--- config.mk ---
export PLATFORM = sky130hd
export DESIGN_NAME = thh_log2
export DESIGN_NICKNAME = d
export VERILOG_FILES = /design/src/rtl/thh_pkg.sv /design/src/rtl/thh_log2.sv
export SDC_FILE = /design/constraint.sdc
export NUM_CORES = 2
export LEC_CHECK = 0
export BUFFER_PORTS_ARGS = -buffer_cell sky130_fd_sc_hd__buf_2
export CAP_MARGIN = 40
export CORE_MARGIN = 2
export CORE_UTILIZATION = 47
export DETAILED_ROUTE_END_ITERATION = 10
export PLACE_DENSITY_LB_ADDON = 0.05
export SLEW_MARGIN = 20
export SYNTH_ARGS = -nofsm -noshare
export SYNTH_HDL_FRONTEND = slang
export SYNTH_SLANG_ARGS = --single-unit
--- constraint.sdc ---
create_clock -name clk_i -period 7.88 [get_ports clk_i]
set_clock_uncertainty 0.15 [all_clocks]
set_input_delay 0 -clock clk_i [delete_from_list [all_inputs] [get_ports clk_i]]
set_output_delay 0 -clock clk_i [all_outputs]
set_load 0.05 [all_outputs]
--- src/rtl/thh_pkg.sv ---
// Package for the thermistor hysteresis heater block.
// Holds shared widths, constants, register codes and state types.
// No dependencies.
`default_nettype none

package thh_pkg;

  // Default parameter values.
  localparam int unsigned ADC_BITS_DEF      = 12;
  localparam int unsigned LOG_FRAC_BITS_DEF = 16;

  // Fixed field and port widths.
  localparam int unsigned SAMPLE_W   = 12;
  localparam int unsigned ADC_W_MAX  = 16;
  localparam int unsigned CFG_DATA_W = 24;
  localparam int unsigned CFG_IDX_W  = 3;
  localparam int unsigned TEMP_W     = 19;

  // Logarithm unit widths: operand, mantissa fraction bits, exponent.
  localparam int unsigned X_W       = 40;
  localparam int unsigned MANT_BITS = 30;
  localparam int unsigned K_W       = 6;

  // Quotient bits of the final division; larger quotients saturate.
  localparam int unsigned QUO_W = 18;

  localparam logic [31:0]     LN2_Q32       = 32'd2977044472;
  localparam logic [15:0]     RAW_ZERO_N    = 16'd32999;
  localparam logic [6:0]      CENTI         = 7'd100;
  localparam logic [19:0]     KELVIN_OFFSET = 20'd27315;
  localparam logic [19:0]     TEMP_MAX      = 20'd200000;

  // Reset values of the configuration registers.
  localparam logic [15:0] BETA_RST  = 16'd3950;
  localparam logic [23:0] R_NOM_RST = 24'd100000;
  localparam logic [23:0] R_SER_RST = 24'd100000;
  localparam logic [15:0] T_NOM_RST = 16'd29815;
  localparam logic [18:0] LOWER_RST = 19'd19500;
  localparam logic [18:0] UPPER_RST = 19'd20500;

  // Configuration register indexes.
  typedef enum logic [CFG_IDX_W-1:0] {
    REG_BETA  = 3'd0,
    REG_R_NOM = 3'd1,
    REG_R_SER = 3'd2,
    REG_T_NOM = 3'd3,
    REG_LOWER = 3'd4,
    REG_UPPER = 3'd5
  } thh_reg_e;

  // Sequencer of the top level.
  typedef enum logic [3:0] {
    S_IDLE,
    S_MUL,
    S_START,
    S_WAIT,
    S_LN,
    S_DEN,
    S_SUM,
    S_CHK,
    S_DIV,
    S_FIN
  } thh_state_e;

  // Sequencer of the logarithm unit.
  typedef enum logic [1:0] {
    L_IDLE,
    L_NORM,
    L_SQ
  } thh_log_state_e;

endpackage

`default_nettype wire

--- src/rtl/thh_log2.sv ---
// Iterative base-2 logarithm of a positive 40-bit integer.
// Normalizes with a small shift step, then squares the mantissa once per fraction bit.
// Depends on thh_pkg.
`default_nettype none

module thh_log2 #(
  parameter int unsigned LOG_FRAC_BITS = thh_pkg::LOG_FRAC_BITS_DEF
) (
  input  wire logic                                   clk_i,
  input  wire logic                                   rst_ni,
  input  wire logic                                   start_i,
  input  wire logic [thh_pkg::X_W-1:0]                x_i,
  output logic                                        done_o,
  output logic [thh_pkg::K_W+LOG_FRAC_BITS-1:0]       log2_o
);

  localparam int unsigned CNT_W = $clog2(LOG_FRAC_BITS);
  localparam int unsigned M_W   = thh_pkg::MANT_BITS + 1;
  localparam int unsigned SQ_W  = 2 * M_W;

  thh_pkg::thh_log_state_e state_q, state_d;

  logic [thh_pkg::X_W-1:0]   x_q;
  logic [thh_pkg::K_W-1:0]   k_q;
  logic [M_W-1:0]            m_q;
  logic [LOG_FRAC_BITS-1:0]  frac_q;
  logic [CNT_W-1:0]          cnt_q;
  logic                      done_q;

  logic [SQ_W-1:0]           sq;
  logic [M_W:0]              sq_top;
  logic                      top_byte_zero;
  logic                      last_bit;

  // Mantissa square, truncated back to the mantissa fraction bits.
  assign sq            = m_q * m_q;
  assign sq_top        = sq[SQ_W-1:thh_pkg::MANT_BITS];
  assign top_byte_zero = (x_q[thh_pkg::X_W-1 -: 8] == 8'd0);
  assign last_bit      = (cnt_q == CNT_W'(LOG_FRAC_BITS - 1));

  // State register.
  always_ff @(posedge clk_i or negedge rst_ni) begin
    if (!rst_ni) begin
      state_q <= thh_pkg::L_IDLE;
      done_q  <= 1'b0;
    end else begin
      state_q <= state_d;
      done_q  <= (state_q == thh_pkg::L_SQ) && last_bit;
    end
  end

  // Next state.
  always_comb begin
    state_d = state_q;
    unique case (state_q)
      thh_pkg::L_IDLE: begin
        if (start_i) state_d = thh_pkg::L_NORM;
      end
      thh_pkg::L_NORM: begin
        if (!top_byte_zero && x_q[thh_pkg::X_W-1]) state_d = thh_pkg::L_SQ;
      end
      thh_pkg::L_SQ: begin
        if (last_bit) state_d = thh_pkg::L_IDLE;
      end
      default: state_d = thh_pkg::L_IDLE;
    endcase
  end

  // Datapath: normalize, then one squaring step per cycle.
  always_ff @(posedge clk_i) begin
    unique case (state_q)
      thh_pkg::L_IDLE: begin
        if (start_i) begin
          x_q <= x_i;
          k_q <= thh_pkg::K_W'(thh_pkg::X_W - 1);
        end
      end
      thh_pkg::L_NORM: begin
        if (top_byte_zero) begin
          x_q <= {x_q[thh_pkg::X_W-9:0], 8'd0};
          k_q <= k_q - thh_pkg::K_W'(8);
        end else if (!x_q[thh_pkg::X_W-1]) begin
          x_q <= {x_q[thh_pkg::X_W-2:0], 1'b0};
          k_q <= k_q - thh_pkg::K_W'(1);
        end else begin
          m_q   <= x_q[thh_pkg::X_W-1 -: M_W];
          cnt_q <= '0;
        end
      end
      thh_pkg::L_SQ: begin
        if (sq_top[M_W]) begin
          m_q <= sq_top[M_W:1];
        end else begin
          m_q <= sq_top[M_W-1:0];
        end
        frac_q <= {frac_q[LOG_FRAC_BITS-2:0], sq_top[M_W]};
        cnt_q  <= cnt_q + CNT_W'(1);
      end
      default: begin
        cnt_q <= '0;
      end
    endcase
  end

  assign done_o = done_q;
  assign log2_o = {k_q, frac_q};

endmodule

`default_nettype wire

### Word-level counts from Yosys, hierarchy flattened

Index checks and enable logic that the tools add are counted.

* output and inout bits: 23
* register bits: 100

* eq/ne operators: 9
* multiplexer cells: 19
* add/subtract/negate cells: 3
* multipliers: 1
* bitwise gates (word level): 1
* reduce and logical (&&, ||, !) cells: 12

Operators by type and width (number)
* $mux 40: 3
* $mux 31: 3
* $pmux 40 s2: 1
* $mul 31x31->62: 1
* $pmux 31 s2: 1
* $mux 6: 3
* $pmux 4 s3: 1
* $pmux 6 s2: 1
* $reduce_and 3->1: 4
* $ne 2x2->1 const B: 5
* $logic_not 8->1: 1
* $mux 4: 2
* $mux 2: 3
* $pmux 2 s3: 1
* $sub 6x1->6 const B: 1
* $sub 6x4->6 const B: 1
* $add 4x1->4 const B: 1
* $eq 4x4->1 const B: 1
* $reduce_bool 2->1: 2
* $ne 3x3->1 const B: 1
* $eq 2x1->1 const B: 1
* $eq 2x2->1 const B: 1
* $logic_and 1x1->1: 2
* $logic_not 2->1: 1
* other kinds (3): 3

### Depth between registers and ports, before layout

* depth after elaboration: 5
* depth in mapped cells: 32
* depth with buffers taken out: 27

### Least setup slack after synthesis

Ideal clock, no wire load.

* path kind: reg-to-reg
* start point: reg m_q[18]
* end point: reg m_q[26] (data pin)
* path buffers: 2
* data required time: 7.546 ns
* library setup time: 0.184 ns
* setup slack: -0.033 ns
* stages on the path, launching flop included: 28
* arrival: 7.579 ns
* cells stage by stage: edfxtp_1 clkbuf_1 clkbuf_1 nand2_1 fa_1 inv_1 fa_1 inv_1 fa_1 fa_1 inv_1 fa_1 fa_1 fa_1 inv_1 fa_1 inv_1 ha_1 a21oi_1 o21ai_1 a2111oi_1 inv_1 o31ai_1 a21oi_1 a21boi_1 o21ai_1 xnor2_1 a2111oi_4

* longest elaborated chain between the ends: 3

RTL lines
* start: declaration: line thh_log2.sv:25 `logic [M_W-1:0] m_q;`
* start signal: assignment: line thh_log2.sv:86 `m_q <= x_q[thh_pkg::X_W-1 -: M_W];`
* start signal: assignment: line thh_log2.sv:92 `m_q <= sq_top[M_W:1];`
* start signal: assignment: line thh_log2.sv:94 `m_q <= sq_top[M_W-1:0];`
* $mul 31x31->62: line thh_log2.sv:36 `assign sq = m_q * m_q;`
* $mux 31: line thh_log2.sv:91 `if (sq_top[M_W]) begin`
* $pmux 31 s2: line thh_log2.sv:71 `unique case (state_q)`

Every way passes these cells.
A chain may end at the register's enable or synchronous reset.

### Worst setup path in the final report

* start point: reg m_q[15]
* end point: reg m_q[21] (data pin)

Same word-level chain as after synthesis.

==> flow_metrics.env <==
export IMPL_status="complete, but fails checks"
export IMPL_failed_checks="setup timing"
export IMPL_cts_tree="built"
export IMPL_whs_ps=281
export IMPL_core_area_um2=66900
export IMPL_antenna_cells=0
export IMPL_yosysTopAreaCell="fa_1"
export IMPL_wire_per_inst_um=20.0
export IMPL_die_area_um2=69500
export IMPL_critical_path_startpoint="m_q[15]$_DFFE_PP_"
export IMPL_seq_area_frac_synth_pct=9.43
export IMPL_wl_met2_um=48200
export IMPL_routed_top_layer="met4"
export IMPL_reg2reg_to="m_q[21]$_DFFE_PP_"
export IMPL_met1_length_um=38500
export IMPL_path_class="reg -> reg"
export IMPL_synth_warnings=0
export IMPL_maxCapViolCount=0
export IMPL_cts_root_buf="clkbuf_16"
export IMPL_worstHoldPathCells=4
export IMPL_placementRows=95
export IMPL_cp_slowest_stage_delay_ps=590
export IMPL_initial_core_util_pct=47.4
export IMPL_cpMaxStageDelayCell="fa_1"
export IMPL_min_to="x_q[3]$_DFFE_PP_"
export IMPL_wl_um=91800
export IMPL_maxSlewHeadroom_pct=54.7
export IMPL_hold_class="in -> reg"
export IMPL_worst_slew_pin_slew_ps=678
export IMPL_cts_buffers=9
export IMPL_arrival_ps=8050
export IMPL_final_min_clock_period_ps=8060
export IMPL_async_flop_share_pct=3.00
export IMPL_finalHoldViolations=0
export IMPL_synth_top_area_share_pct=47.2
export IMPL_die_x_um=264
export IMPL_ys_flop_type="edfxtp_1"
export IMPL_pin_count=66
export IMPL_syn2layout_area_growth_pct=19.1
export IMPL_setup_violations=18
export IMPL_clock_sinks=100
export IMPL_drt_iter0_markers=1379
export IMPL_grt_max_degree=53
export IMPL_hpwl_um=78000
export IMPL_rsz0062_at_grt="true"
export IMPL_ys_types=77
export IMPL_via_per_inst=5.12
export IMPL_start_kind="register"
export IMPL_die_height_um=264
export IMPL_reg2reg_slack_ps=-180
export IMPL_rr_worst_depth=27
export IMPL_syn_avg_cell_area_um2=9.48
export IMPL_r2r_start="m_q[15]$_DFFE_PP_"
export IMPL_layout_commonest_cell="inv_1"
export IMPL_path_common_cell="fa_1"
export IMPL_drive_gt1_share_pct=17.2
export IMPL_syn_instance_count=3342
export IMPL_synth_seq_cells=100
export IMPL_grt_pass1_wl_um=149000
export IMPL_antenna_found_initial=2
export IMPL_synth_edf_count=97
export IMPL_n_fill_cell=6136
export IMPL_crit_required_ps=7870
export IMPL_cp_max_fo=8
export IMPL_fmax_mhz=124
export IMPL_grt_pass1_vias=26800
export IMPL_final_max_slew_viol_count=0
export IMPL_vias=23600
export IMPL_met3_length_um=3170
export IMPL_finalNetCount=4783
export IMPL_layout_setup_ws_ps=-178
export IMPL_insertion_delay_ps=390
export IMPL_synthTopCellsByArea="fa_1 (47%), inv_1 (11%), ha_1 (11%), edfxtp_1 (9.2%), nand2_1 (4.6%)"
export IMPL_drtPass1Iterations=6
export IMPL_syn_nets=4404
export IMPL_final_cell_mix="inv_1 (911), fa_1 (729), nand2_1 (379)"
export IMPL_ant_nets=0
export IMPL_end_kind="register"
export IMPL_finalCritPeriodShare_pct=102
export IMPL_grt_overflow=0
export IMPL_syn_area_um2=31700
export IMPL_clk_pin_slew_ps=100
export IMPL_cts_buffer_depth=2
export IMPL_grt_usage_pct=27.9
export IMPL_hold_start="x_i[3]"
export IMPL_htreeDepth=3
export IMPL_drc=0
export IMPL_port_buffers=65
export IMPL_place_congestion=0.927
## critical path, delay by kind of cell, from the launching register on
kind / cells / cell delay [ps]
AND/OR/NAND/NOR: 3 / 670
AO/OA/AOI/OAI: 7 / 1110
flip-flops: 1 / 480
adder cells (fa/ha/maj): 9 / 4360
buffers and inverters: 8 / 1040
## routing by layer
metal	track usage, %	up-vias
li1	-	10700
met1	36.6	12300
met2	50.4	486
met3	2.28	100
met4	5.95	0
met5	0	-
## cell type report
class / count / area, um2 / area share [%]
Clock inverter: 7 / 86.3 / 0.229
Timing Repair Buffer: 499 / 4270 / 11.3
Sequential cell: 100 / 2990 / 7.91
Clock buffer: 9 / 225 / 0.597
Multi-Input combinational cell: 2192 / 25600 / 67.9
Tap cell: 873 / 1090 / 2.89
Inverter: 919 / 3470 / 9.19
## kinds of logic after synthesis
group | Yosys count | share of synthesized area, %
buf+inv | 1050 | 12.5
fa+ha+maj | 1019 | 57.9
simple gates | 805 | 12.2
compound gates | 288 | 5.65
flops | 100 | 9.43
xor+xnor | 62 | 1.71
mux | 18 | 0.596
## cells in the mapped netlist (all sizes together), types with 10 or more instances
master,number
inv,918
a21o,21
and3,11
a31oi,12
fa,747
nor2,91
edfxtp,97
nor3b,26
mux2i,14
nand2,390
nand3,21
clkbuf,123
nor2b,10
and2,196
nand4,18
a21oi,99
xnor2,32
ha,272
xor2,30
nand2b,10
o21ai,80
## per-stage QoR
step | setup WS, ps | cells | cell area (um2) | utilization, % | setup TNS [ps]
after floorplan | 57.1 | 3342 | 31700 | - | 0
after global placement | -937 | 4515 | 35800 | 53.5 | -9270
after detailed placement | -775 | 4520 | 35900 | 53.6 | -9840
after CTS | -146 | 4585 | 37000 | 55.3 | -1270
after global routing | -389 | 4599 | 37800 | 56.4 | -7270
final | -178 | 4599 | 37800 | 56.4 | -1210
## how the worst max path moves through the flow
stage | end | cells past startpoint
floorplan | m_q[26]$_DFFE_PP_ | 27
global placement | m_q[13]$_DFFE_PP_ | 26
finish | m_q[21]$_DFFE_PP_ | 27
CTS | m_q[18]$_DFFE_PP_ | 28
global route | m_q[21]$_DFFE_PP_ | 28
detailed placement | m_q[18]$_DFFE_PP_ | 27
## state kept, by name, indices dropped and copies added (netlist names)
name and count:
done_o 1, cnt_q 4, m_q 31, state_q 2
x_q 40, frac_q 16, k_q 6
## repair_timing
| action | CTS | global route |
|---|---|---|
| setup buffers | 6 | 12 |
| gates cloned | 0 | 2 |
| hold endpoints to repair | 45 | 0 |
| hold buffers | 43 | 0 |
| gates resized for setup | 77 | 124 |
| endpoints found under the setup margin | 31 | 31 |
| pin swaps | 5 | 42 |
Power is not shown: default switching activity piles up to over one toggle a cycle in this logic, so the estimate is an artifact.
